<file path="src/serial_rx_tx_ring_buffers_macros.svh">
// Assertion macros for the serial ring buffer block.
// Used by the top level; expects clk and arst_n in scope.
`ifndef SERIAL_RX_TX_RING_BUFFERS_MACROS_SVH
`define SERIAL_RX_TX_RING_BUFFERS_MACROS_SVH
`ifndef ASSERT_OFF
`define SRRB_ASSERT_IMP(lbl, ante, cons, msg) \
lbl: assert property (@(posedge clk) disable iff (!arst_n) (ante) |-> (cons)) else $error(msg);
`define SRRB_ASSERT_NEVER(lbl, cond, msg) \
lbl: assert property (@(posedge clk) disable iff (!arst_n) !(cond)) else $error(msg);
`else
`define SRRB_ASSERT_IMP(lbl, ante, cons, msg)
`define SRRB_ASSERT_NEVER(lbl, cond, msg)
`endif
`endif

</file>
<file path="src/srrb_pkg.sv">
// Shared types and constants of the serial ring buffer block.
// No dependencies; used by every other file but the macros header.
package srrb_pkg;

	localparam int RX_DEPTH_DEF = 128;
	localparam int TX_DEPTH_DEF = 32;
	localparam int Q_DEPTH      = 2;
	localparam int RX_LEVEL_W   = 8;
	localparam int TX_LEVEL_W   = 6;

	localparam logic [7:0] CH_LF = 8'h0A;
	localparam logic [7:0] CH_CR = 8'h0D;

	typedef enum logic [1:0] {
		CMD_RX_BYTE  = 2'd0,
		CMD_HOST_WR  = 2'd1,
		CMD_HOST_RD  = 2'd2,
		CMD_LINE_RDY = 2'd3
	} cmd_t;

	typedef enum logic [1:0] {
		ST_OK    = 2'd0,
		ST_DROP  = 2'd1,
		ST_FULL  = 2'd2,
		ST_EMPTY = 2'd3
	} status_t;

	// memory operation the back end carries out for one word
	typedef enum logic [2:0] {
		OP_NONE,
		OP_RX_PUSH,
		OP_RX_POP,
		OP_TX_PUSH,
		OP_TX_PUSH_NL,
		OP_TX_POP
	} op_t;

	typedef struct packed {
		op_t                   op;
		logic [7:0]            data;
		status_t               status;
		logic [RX_LEVEL_W-1:0] rx_level;
		logic [TX_LEVEL_W-1:0] tx_level;
	} entry_t;

	typedef struct packed {
		logic full;
		logic empty;
	} q_stat_t;

	typedef enum logic [1:0] {
		SEL_ZERO,
		SEL_RX,
		SEL_TX
	} sel_t;

endpackage

</file>
<file path="src/srrb_if.sv">
// Valid/ready channel interfaces for the serial ring buffer block.
// Depends on srrb_pkg for the level widths.
interface srrb_req_if;
	logic       valid;
	logic       ready;
	logic [1:0] cmd;
	logic [7:0] data_in;

	modport source (output valid, output cmd, output data_in, input ready);
	modport sink   (input valid, input cmd, input data_in, output ready);
endinterface

interface srrb_rsp_if;
	logic                            valid;
	logic                            ready;
	logic [1:0]                      status;
	logic [7:0]                      data_out;
	logic [srrb_pkg::RX_LEVEL_W-1:0] rx_level;
	logic [srrb_pkg::TX_LEVEL_W-1:0] tx_level;

	modport source (output valid, output status, output data_out, output rx_level,
		output tx_level, input ready);
	modport sink   (input valid, input status, input data_out, input rx_level,
		input tx_level, output ready);
endinterface

</file>
<file path="src/srrb_front.sv">
// Front end: accepts request words, tracks ring fill levels, classifies ops.
// Depends on srrb_pkg and srrb_if.
module srrb_front #(
	parameter int RX_DEPTH = srrb_pkg::RX_DEPTH_DEF,
	parameter int TX_DEPTH = srrb_pkg::TX_DEPTH_DEF
) (
	input  logic              clk,
	input  logic              arst_n,
	srrb_req_if.sink          req,
	input  srrb_pkg::q_stat_t q_stat,
	output logic              push,
	output srrb_pkg::entry_t  entry
);

	localparam int RCW = $clog2(RX_DEPTH + 1);
	localparam int TCW = $clog2(TX_DEPTH + 1);

	logic [RCW-1:0] rx_cnt_q, rx_cnt_nxt;
	logic [TCW-1:0] tx_cnt_q, tx_cnt_nxt;
	logic [TCW:0]   tx_sum;
	logic [1:0]     tx_need;
	logic           is_lf;
	srrb_pkg::op_t     op;
	srrb_pkg::status_t status;

	assign req.ready = !q_stat.full;
	assign push      = req.valid && !q_stat.full;

	assign is_lf   = (req.data_in == srrb_pkg::CH_LF);
	assign tx_need = is_lf ? 2'd2 : 2'd1;
	assign tx_sum  = {1'b0, tx_cnt_q} + (TCW+1)'(tx_need);

	always_comb begin
		op         = srrb_pkg::OP_NONE;
		status     = srrb_pkg::ST_OK;
		rx_cnt_nxt = rx_cnt_q;
		tx_cnt_nxt = tx_cnt_q;
		unique case (srrb_pkg::cmd_t'(req.cmd))
			srrb_pkg::CMD_RX_BYTE: begin
				if (rx_cnt_q == RCW'(RX_DEPTH)) begin
					status = srrb_pkg::ST_DROP;
				end else begin
					op         = srrb_pkg::OP_RX_PUSH;
					rx_cnt_nxt = rx_cnt_q + RCW'(1);
				end
			end
			srrb_pkg::CMD_HOST_WR: begin
				if (tx_sum > (TCW+1)'(TX_DEPTH)) begin
					status = srrb_pkg::ST_FULL;
				end else begin
					op         = is_lf ? srrb_pkg::OP_TX_PUSH_NL : srrb_pkg::OP_TX_PUSH;
					tx_cnt_nxt = tx_sum[TCW-1:0];
				end
			end
			srrb_pkg::CMD_HOST_RD: begin
				if (rx_cnt_q == '0) begin
					status = srrb_pkg::ST_EMPTY;
				end else begin
					op         = srrb_pkg::OP_RX_POP;
					rx_cnt_nxt = rx_cnt_q - RCW'(1);
				end
			end
			srrb_pkg::CMD_LINE_RDY: begin
				if (tx_cnt_q == '0) begin
					status = srrb_pkg::ST_EMPTY;
				end else begin
					op         = srrb_pkg::OP_TX_POP;
					tx_cnt_nxt = tx_cnt_q - TCW'(1);
				end
			end
			default: begin
				status = srrb_pkg::ST_EMPTY;
			end
		endcase
	end

	always_comb begin
		entry.op       = op;
		entry.data     = req.data_in;
		entry.status   = status;
		entry.rx_level = srrb_pkg::RX_LEVEL_W'(rx_cnt_nxt);
		entry.tx_level = srrb_pkg::TX_LEVEL_W'(tx_cnt_nxt);
	end

	always_ff @(posedge clk or negedge arst_n) begin
		if (!arst_n) begin
			rx_cnt_q <= '0;
			tx_cnt_q <= '0;
		end else if (push) begin
			rx_cnt_q <= rx_cnt_nxt;
			tx_cnt_q <= tx_cnt_nxt;
		end
	end

endmodule

</file>
<file path="src/srrb_queue.sv">
// Short FIFO of classified ops between front and back end.
// Depends on srrb_pkg.
module srrb_queue (
	input  logic              clk,
	input  logic              arst_n,
	input  logic              push,
	input  srrb_pkg::entry_t  push_entry,
	input  logic              pop,
	output srrb_pkg::entry_t  head,
	output srrb_pkg::q_stat_t q_stat
);

	localparam int QD  = srrb_pkg::Q_DEPTH;
	localparam int QAW = (QD > 1) ? $clog2(QD) : 1;
	localparam int QCW = $clog2(QD + 1);

	srrb_pkg::entry_t slot_q [QD];
	logic [QAW-1:0]   wr_q, rd_q;
	logic [QCW-1:0]   cnt_q;

	assign head         = slot_q[rd_q];
	assign q_stat.full  = (cnt_q == QCW'(QD));
	assign q_stat.empty = (cnt_q == '0);

	always_ff @(posedge clk) begin
		if (push) slot_q[wr_q] <= push_entry;
	end

	always_ff @(posedge clk or negedge arst_n) begin
		if (!arst_n) begin
			wr_q  <= '0;
			rd_q  <= '0;
			cnt_q <= '0;
		end else begin
			if (push) wr_q <= (wr_q == QAW'(QD - 1)) ? '0 : wr_q + QAW'(1);
			if (pop)  rd_q <= (rd_q == QAW'(QD - 1)) ? '0 : rd_q + QAW'(1);
			if (push && !pop)      cnt_q <= cnt_q + QCW'(1);
			else if (pop && !push) cnt_q <= cnt_q - QCW'(1);
		end
	end

endmodule

</file>
<file path="src/srrb_back.sv">
// Back end: ring memories, slot indices and the output register.
// Depends on srrb_pkg and srrb_if.
module srrb_back #(
	parameter int RX_DEPTH = srrb_pkg::RX_DEPTH_DEF,
	parameter int TX_DEPTH = srrb_pkg::TX_DEPTH_DEF
) (
	input  logic              clk,
	input  logic              arst_n,
	input  srrb_pkg::entry_t  head,
	input  srrb_pkg::q_stat_t q_stat,
	output logic              pop,
	srrb_rsp_if.source        rsp
);

	localparam int RAW = (RX_DEPTH > 1) ? $clog2(RX_DEPTH) : 1;
	localparam int TAW = (TX_DEPTH > 1) ? $clog2(TX_DEPTH) : 1;

	logic [7:0]     rx_mem [RX_DEPTH];
	logic [7:0]     tx_mem [TX_DEPTH];
	logic [RAW-1:0] rx_wi_q, rx_ri_q;
	logic [TAW-1:0] tx_wi_q, tx_ri_q;
	logic [7:0]     rx_rd_q, tx_rd_q, tx_wdata;
	logic           nl_q;
	logic           rx_we, rx_re, tx_we, tx_re;

	logic                            out_v_q;
	srrb_pkg::status_t               status_q;
	srrb_pkg::sel_t                  sel_q;
	logic [srrb_pkg::RX_LEVEL_W-1:0] rxl_q;
	logic [srrb_pkg::TX_LEVEL_W-1:0] txl_q;

	// nl_q: the LF half of a newline still has to be written
	assign pop   = !q_stat.empty && !nl_q && (!out_v_q || rsp.ready);
	assign rx_we = pop && (head.op == srrb_pkg::OP_RX_PUSH);
	assign rx_re = pop && (head.op == srrb_pkg::OP_RX_POP);
	assign tx_re = pop && (head.op == srrb_pkg::OP_TX_POP);
	assign tx_we = nl_q || (pop && (head.op == srrb_pkg::OP_TX_PUSH ||
		head.op == srrb_pkg::OP_TX_PUSH_NL));

	always_comb begin
		if (nl_q)                                tx_wdata = srrb_pkg::CH_LF;
		else if (head.op == srrb_pkg::OP_TX_PUSH_NL) tx_wdata = srrb_pkg::CH_CR;
		else                                     tx_wdata = head.data;
	end

	always_ff @(posedge clk) begin
		if (rx_we) rx_mem[rx_wi_q] <= head.data;
		if (rx_re) rx_rd_q <= rx_mem[rx_ri_q];
	end

	always_ff @(posedge clk) begin
		if (tx_we) tx_mem[tx_wi_q] <= tx_wdata;
		if (tx_re) tx_rd_q <= tx_mem[tx_ri_q];
	end

	always_ff @(posedge clk or negedge arst_n) begin
		if (!arst_n) begin
			rx_wi_q <= '0;
			rx_ri_q <= '0;
			tx_wi_q <= '0;
			tx_ri_q <= '0;
			nl_q    <= 1'b0;
		end else begin
			if (rx_we) rx_wi_q <= (rx_wi_q == RAW'(RX_DEPTH - 1)) ? '0 : rx_wi_q + RAW'(1);
			if (rx_re) rx_ri_q <= (rx_ri_q == RAW'(RX_DEPTH - 1)) ? '0 : rx_ri_q + RAW'(1);
			if (tx_we) tx_wi_q <= (tx_wi_q == TAW'(TX_DEPTH - 1)) ? '0 : tx_wi_q + TAW'(1);
			if (tx_re) tx_ri_q <= (tx_ri_q == TAW'(TX_DEPTH - 1)) ? '0 : tx_ri_q + TAW'(1);
			nl_q <= pop && (head.op == srrb_pkg::OP_TX_PUSH_NL);
		end
	end

	always_ff @(posedge clk or negedge arst_n) begin
		if (!arst_n) begin
			out_v_q <= 1'b0;
		end else if (pop) begin
			out_v_q <= 1'b1;
		end else if (rsp.ready) begin
			out_v_q <= 1'b0;
		end
	end

	always_ff @(posedge clk) begin
		if (pop) begin
			status_q <= head.status;
			rxl_q    <= head.rx_level;
			txl_q    <= head.tx_level;
			if (head.op == srrb_pkg::OP_RX_POP)      sel_q <= srrb_pkg::SEL_RX;
			else if (head.op == srrb_pkg::OP_TX_POP) sel_q <= srrb_pkg::SEL_TX;
			else                                     sel_q <= srrb_pkg::SEL_ZERO;
		end
	end

	always_comb begin
		case (sel_q)
			srrb_pkg::SEL_RX: rsp.data_out = rx_rd_q;
			srrb_pkg::SEL_TX: rsp.data_out = tx_rd_q;
			default:          rsp.data_out = 8'd0;
		endcase
	end

	assign rsp.valid    = out_v_q;
	assign rsp.status   = status_q;
	assign rsp.rx_level = rxl_q;
	assign rsp.tx_level = txl_q;

endmodule

</file>
<file path="src/serial_rx_tx_ring_buffers.sv">
// Top level of the serial port receive/transmit ring buffers.
// Depends on srrb_pkg, srrb_if, srrb_front, srrb_queue, srrb_back and the macros header.
//
// Each request word is one event: line byte received, host write, host read,
// or line ready; each gives exactly one response word with a status, the
// byte read or sent (zero otherwise) and both ring levels after the event.
// A full receive ring drops the byte; a host write needing more room than is
// free (two slots for a newline, which is stored as CR then LF) reports full
// and stores nothing; an empty ring reports empty.
// Rate: one word per cycle while rsp.ready holds; a newline write holds the back end
// while CR and then LF are written, since the transmit memory takes one write per cycle.
// Path from request accept to response valid: the front end registers the op into a
// two-entry queue, the back end pops it once the output register is free and no LF
// is pending, does the memory access (two writes for a newline) and loads the output
// register. The front end keeps accepting while a response waits, until the queue fills.
// Ring contents are not cleared at reset; only the levels and indices are.
`include "serial_rx_tx_ring_buffers_macros.svh"

module serial_rx_tx_ring_buffers #(
	parameter int RX_DEPTH = srrb_pkg::RX_DEPTH_DEF,
	parameter int TX_DEPTH = srrb_pkg::TX_DEPTH_DEF
) (
	input  logic       clk,
	input  logic       arst_n,
	srrb_req_if.sink   req,
	srrb_rsp_if.source rsp
);

	srrb_pkg::entry_t  entry;
	srrb_pkg::entry_t  head;
	srrb_pkg::q_stat_t q_stat;
	logic              push;
	logic              pop;

	// front end: level bookkeeping and status decisions
	srrb_front #(
		.RX_DEPTH (RX_DEPTH),
		.TX_DEPTH (TX_DEPTH)
	) u_front (
		.clk    (clk),
		.arst_n (arst_n),
		.req    (req),
		.q_stat (q_stat),
		.push   (push),
		.entry  (entry)
	);

	// decoupling queue
	srrb_queue u_queue (
		.clk        (clk),
		.arst_n     (arst_n),
		.push       (push),
		.push_entry (entry),
		.pop        (pop),
		.head       (head),
		.q_stat     (q_stat)
	);

	// back end: memories and response register
	srrb_back #(
		.RX_DEPTH (RX_DEPTH),
		.TX_DEPTH (TX_DEPTH)
	) u_back (
		.clk    (clk),
		.arst_n (arst_n),
		.head   (head),
		.q_stat (q_stat),
		.pop    (pop),
		.rsp    (rsp)
	);

	`SRRB_ASSERT_NEVER(a_q_full_empty, q_stat.full && q_stat.empty, "queue full and empty")
	`SRRB_ASSERT_IMP(a_pop_nonempty, pop, !q_stat.empty, "pop from empty queue")
	`SRRB_ASSERT_IMP(a_push_room, push, !q_stat.full, "push into full queue")
	`SRRB_ASSERT_IMP(a_rx_level, push, entry.rx_level <= 8'(RX_DEPTH), "rx level past depth")

endmodule
</file>
<file path="src/flat_wrapper.sv">
// flat-port wrapper written by rule: the top's interface ports become plain ports
module serial_rx_tx_ring_buffers_flat 
#(
	parameter int RX_DEPTH = srrb_pkg::RX_DEPTH_DEF,
	parameter int TX_DEPTH = srrb_pkg::TX_DEPTH_DEF
)
  (clk, arst_n, req_valid, req_cmd, req_data_in, req_ready, rsp_valid, rsp_status, rsp_data_out, rsp_rx_level, rsp_tx_level, rsp_ready);
  srrb_req_if req_i ();
  srrb_rsp_if rsp_i ();
  input  logic clk;
  input  logic arst_n;
  input wire logic [$bits(req_i.valid)-1:0] req_valid;
  input wire logic [$bits(req_i.cmd)-1:0] req_cmd;
  input wire logic [$bits(req_i.data_in)-1:0] req_data_in;
  output wire logic [$bits(req_i.ready)-1:0] req_ready;
  output wire logic [$bits(rsp_i.valid)-1:0] rsp_valid;
  output wire logic [$bits(rsp_i.status)-1:0] rsp_status;
  output wire logic [$bits(rsp_i.data_out)-1:0] rsp_data_out;
  output wire logic [$bits(rsp_i.rx_level)-1:0] rsp_rx_level;
  output wire logic [$bits(rsp_i.tx_level)-1:0] rsp_tx_level;
  input wire logic [$bits(rsp_i.ready)-1:0] rsp_ready;
  assign req_i.valid = req_valid;
  assign req_i.cmd = req_cmd;
  assign req_i.data_in = req_data_in;
  assign req_ready = req_i.ready;
  assign rsp_valid = rsp_i.valid;
  assign rsp_status = rsp_i.status;
  assign rsp_data_out = rsp_i.data_out;
  assign rsp_rx_level = rsp_i.rx_level;
  assign rsp_tx_level = rsp_i.tx_level;
  assign rsp_i.ready = rsp_ready;
  serial_rx_tx_ring_buffers #(.RX_DEPTH(RX_DEPTH), .TX_DEPTH(TX_DEPTH)) u_core (.clk(clk), .arst_n(arst_n), .req(req_i), .rsp(rsp_i));
endmodule
</file>
<file path="config.mk">
export PLATFORM = sky130hd
export DESIGN_NAME = serial_rx_tx_ring_buffers_flat
export DESIGN_NICKNAME = d
export VERILOG_FILES = /design/src/srrb_pkg.sv /design/src/srrb_if.sv /design/src/srrb_front.sv /design/src/srrb_queue.sv /design/src/srrb_back.sv /design/src/serial_rx_tx_ring_buffers.sv /design/src/flat_wrapper.sv
export VERILOG_INCLUDE_DIRS = /design/src /design/src/src
export SDC_FILE = /design/constraint.sdc
export NUM_CORES = 2
export LEC_CHECK = 0
export ABC_AREA = 1
export BUFFER_PORTS_ARGS = -buffer_cell sky130_fd_sc_hd__buf_4
export CORE_MARGIN = 10
export CORE_UTILIZATION = 45
export CTS_CLUSTER_DIAMETER = 30
export DETAILED_ROUTE_END_ITERATION = 10
export GPL_TIMING_DRIVEN = 0
export HOLD_SLACK_MARGIN = 0.15
export PLACE_DENSITY = 0.61
export RECOVER_POWER = 25
export SLEW_MARGIN = 20
export SYNTH_ARGS = -nofsm -noshare
export SYNTH_HDL_FRONTEND = slang
export SYNTH_HIERARCHICAL = 1
export SYNTH_SLANG_ARGS = --single-unit
</file>
<file path="constraint.sdc">
create_clock -name clk -period 3.8 [get_ports clk]
set_input_delay 0.76 -clock clk [delete_from_list [all_inputs] [get_ports clk]]
set_output_delay 0.76 -clock clk [all_outputs]
set_load 0.02 [all_outputs]
</file>
==> flow_summary.yaml <==
status:
  violations: "max-capacitance violations, max-slew violations, negative setup slack"
  status: "complete, but fails checks"
worst_setup_path:
  cpMaxStageDelayCell: "nor2_1"
  cp_slowest_stage_delay_ns: 0.67
  crit_chain: "buf_6 > buf_12 > mux2_4 > inv_1 > nand2_1 > nor2_1 > nand2_2 > nor2_4 > nand3_2 > buf_2 > nor2_1"
  worstRegToRegCells: 11
  rr_endpoint: "u_core/u_back/rx_mem[60][4]$_DFFE_PP_"
  critical_path_class: "flop to flop"
  cp_data_required_time_ns: 4.32
  r2r_slack_ns: -0.09
  critPathLaunchType: "flop"
  path_max_fanout: 10
  path_common_cell: "nor2_1"
  arrival_ns: 4.41
  cp_num_buf_inv: 4
  crit_cells: 11
  critPathCaptureType: "flop"
  critPathTopFamily: "simple AND/OR/NAND/NOR gates"
  r2r_start: "u_core/u_queue/rd_q$_DFFE_PN0P_"
timing:
  setup_viol: 82
  hold_viol_final: 0
  relSlewSlack: -1.045
  worstMarginPinSlew_ns: 3.067
  fin_crit_ns: 3.894
  post-route-period-util: 1.025
  finalClockSkew_ns: 0.05430
  maxSlewViolCount: 45
  rsz0062_at_grt: "yes"
  holdWs_ns: 0.4160
  fin_ws_ns: -0.09447
  fmaxAchievable_ghz: 0.2568
floorplan:
  die_h_um: 385.9
  die_area_um2: 149000
  core.rowCount: 134
  ios: 40
  start_util: 0.4521
  die_x_um: 385.9
  core_area_um2: 133300
logic_synthesis:
  synth_edf_count: 1368
  synth_fa_ha_area_frac: 0.004070
  yosys_warnings: 6
  ys.flop_type: "edfxtp_1"
  synth_top_family_by_area: "simple AND/OR/NAND/NOR gates"
  synth_xor_xnor_area_share: 0.002471
  synth_area_um2: 60260
  seq_area_frac_synth: 0.7000
  post-synth-top-count-cell: "nand2_1"
  synth_nets: 5579
  synth-seq-cells: 1412
  synth_compound_area_frac: 0.03910
  synth_top_area_frac: 0.6817
  synth_common_cells: "1453 x nand2_1, 1368 x edfxtp_1, 885 x nor2_1"
  syn_inst: 5546
  synth-simple-area-share: 0.1933
  synth_area_leader_cell: "edfxtp_1"
  synthMuxAreaShare: 0.006561
  ys_top_cells_by_area: "edfxtp_1 68%, nand2_1 9.1%, nor2_1 5.5%, nand3_1 4.0%, inv_1 2.9%"
  synth_cell_type_count: 47
  avgSynthCellArea_um2: 10.87
  async_flop_share: 0.03116
drt:
  vias: 43990
  wl_um: 204900
  wire_per_inst_um: 25.79
  dr.pass1.iters: 7
  drt_iter0_markers: 5581
  ant_nets: 0
  vias_per_cell: 5.537
  drc: 0
grt:
  antenna_found_initial: 2
  grt_start_max_net_pins: 90
  grt_overflow: 0
  grt_use_total: 0.2710
  grt_pass1_vias: 42230
  grt_pass1_wl_um: 291000
final_layout:
  drive_above_1_share: 0.1456
  multiInputGateArea_um2: 15390
  antenna_cells: 0
  seq_area_um2: 42180
  fillCellCount: 11120
  fin_cells: 7944
  syn_to_final_growth_pct: 23.83
  layout.nets: 5967
cts:
  htreeDepth: 5
  clock_sinks: 1412
  path_clk_slew_ns: 0.05
  ctsRootBufferMaster: "clkbuf_16"
  clk_latency_ns: 0.92
  cts_tree: "yes"
  clock_path_buffers: 4
  cts_setup_buffers: 0
  cts_buffers: 323
placed_design:
  hpwl_um: 135700
  place_inst: 7367
  routabilityCongestion: 0.9810
  port_buffers: 38
power:
  fin_total_pwr_uw: 70140
  p_int_uw: 44290
  powerDensity_nw_per_um2: 940.0
  p_sw_frac: 0.3685
  seqPwrFrac: 0.291
  p_comb_frac: 0.316
  leakage_uw: 0.02894
  peakVddDrop_mv: 0.6074
  power_frac_clock: 0.393
  p_sw_uw: 25850
min_path:
  holdCritPathClass: "input pin to flop"
  whs_endpoint: "u_core/u_front/tx_cnt_q[4]$_DFFE_PN0P_"
  min_path_cells: 4
  hp-start: "req_valid"
job:
  drv_cap: 1
==> area by class of cell <==
cell class,instances,share of cell area
buffer,289,0.02021
clock buffer,362,0.1124
clock inverter,205,0.03265
inverter,474,0.02384
multi-input combinational,3371,0.2062
sequential,1412,0.5653
tap,1768,0.02965
timing repair buffer,63,0.009759
==> worst max path at each step <==
stage                                         start                               endpoint  slack, ns
floorplan           u_core/u_queue/rd_q$_DFFE_PN0P_   u_core/u_back/tx_mem[0][6]$_DFFE_PP_       0.96
global placement    u_core/u_queue/rd_q$_DFFE_PN0P_  u_core/u_back/tx_mem[26][6]$_DFFE_PP_      -1.23
detailed placement                        rsp_ready  u_core/u_back/rx_mem[52][3]$_DFFE_PP_      -0.65
CTS                 u_core/u_queue/rd_q$_DFFE_PN0P_  u_core/u_back/rx_mem[70][0]$_DFFE_PP_      -0.02
global route        u_core/u_queue/rd_q$_DFFE_PN0P_  u_core/u_back/rx_mem[60][0]$_DFFE_PP_      -0.16
finish              u_core/u_queue/rd_q$_DFFE_PN0P_  u_core/u_back/rx_mem[60][4]$_DFFE_PP_      -0.09
==> registers in the layout, summed over array words and instances, names as in the netlist <==
signal / cells
u_core/u_back/nl_q: 1
u_core/u_back/rsp.rx_level: 8
u_core/u_back/rsp.status: 2
u_core/u_back/rsp.tx_level: 6
u_core/u_back/rsp.valid: 1
u_core/u_back/rx_mem: 1024
u_core/u_back/rx_rd_q: 8
u_core/u_back/rx_ri_q: 7
u_core/u_back/rx_wi_q: 7
u_core/u_back/sel_q: 2
u_core/u_back/tx_mem: 256
u_core/u_back/tx_rd_q: 8
u_core/u_back/tx_ri_q: 5
u_core/u_back/tx_wi_q: 5
u_core/u_front/rx_cnt_q: 8
u_core/u_front/tx_cnt_q: 6
u_core/u_queue/cnt_q: 2
u_core/u_queue/rd_q: 1
u_core/u_queue/slot_q: 54
u_core/u_queue/wr_q: 1
==> through the flow <==
stage	worst slack, ns	util	cell area (um2)	setup TNS [ns]
2_1_floorplan	0.9645	-	60260	0
3_3_place_gp	-1.228	0.4708	62760	-367.21
3_5_place_dp	-0.6468	0.4750	63320	-202.59
4_1_cts	-0.01717	0.5589	74500	-0.1613
5_1_grt	-0.1613	0.5598	74620	-4.055
6_report	-0.09447	0.5598	74620	-2.699
==> cells in the final DEF, fill, tap and decap left out, types with 16 or more instances in the layout <==
| cell type | netlist | routed |
|---|---|---|
| nand2_1 | 1453 | 1451 |
| edfxtp_1 | 1368 | 1368 |
| nor2_1 | 885 | 783 |
| nand3_1 | 478 | 475 |
| inv_1 | 459 | 458 |
| clkbuf_16 | 0 | 330 |
| o21ai_0 | 265 | 265 |
| clkbuf_1 | 103 | 142 |
| buf_2 | 108 | 106 |
| buf_4 | 50 | 74 |
| nor2_2 | 1 | 60 |
| o21ai_1 | 59 | 59 |
| clkinv_2 | 0 | 58 |
| bufinv_16 | 0 | 49 |
| nor2_4 | 2 | 45 |
| dfrtp_1 | 44 | 44 |
| o32ai_1 | 42 | 42 |
| clkinv_1 | 5 | 35 |
| clkinvlp_4 | 0 | 33 |
| a21oi_1 | 33 | 33 |
| clkinv_4 | 0 | 21 |
| ha_1 | 18 | 18 |
| buf_1 | 16 | 16 |
==> per-layer routing <==
metal  wire length [um]  part of all wire  track usage  vias to the layer above
li1                   -                 -            -                    19530
met1              78790              0.38       0.3481                    21470
met2              93470              0.46       0.4240                     2450
met3              20310             0.099      0.06150                      540
met4              12300             0.060       0.1508                        0
met5                  0                 0            0                        -
==> worst register-to-register path: stages (launching register included) <==
cell and delay (ns):
dfrtp_1 0.33, buf_6 0.18, buf_12 0.18, mux2_4 0.34
inv_1 0.08, nand2_1 0.06, nor2_1 0.26, nand2_2 0.25
nor2_4 0.25, nand3_2 0.38, buf_2 0.55, nor2_1 0.68
==> logic make-up (layout without fill, tap and decap cells) <==
kind of cell | after synthesis | count (layout)
AO/OA/AOI/OAI | 426 | 426
XOR/XNOR | 17 | 17
adder cells (fa/ha/maj) | 19 | 19
buffers and inverters | 763 | 1393
flip-flops | 1412 | 1412
multiplexers | 29 | 29
AND/OR/NAND/NOR | 2880 | 2880
==> power groups by stage <==
stage	sequential (uW)	combinational (uW)	clock, uW
after floorplan	20700	11400	0
after global placement	20800	20600	0
after detailed placement	20700	21400	0
after CTS	20400	21600	27800
after global routing	20500	23200	28700
final	20400	22200	27600
==> what timing repair did <==
item,in CTS,in global routing
resized for setup,92,38
hold buffers,10,0
hold endpoints to repair,61,0
endpoints found under the setup margin,692,267
gates cloned,0,0
Power figures use the tool's default switching activity.
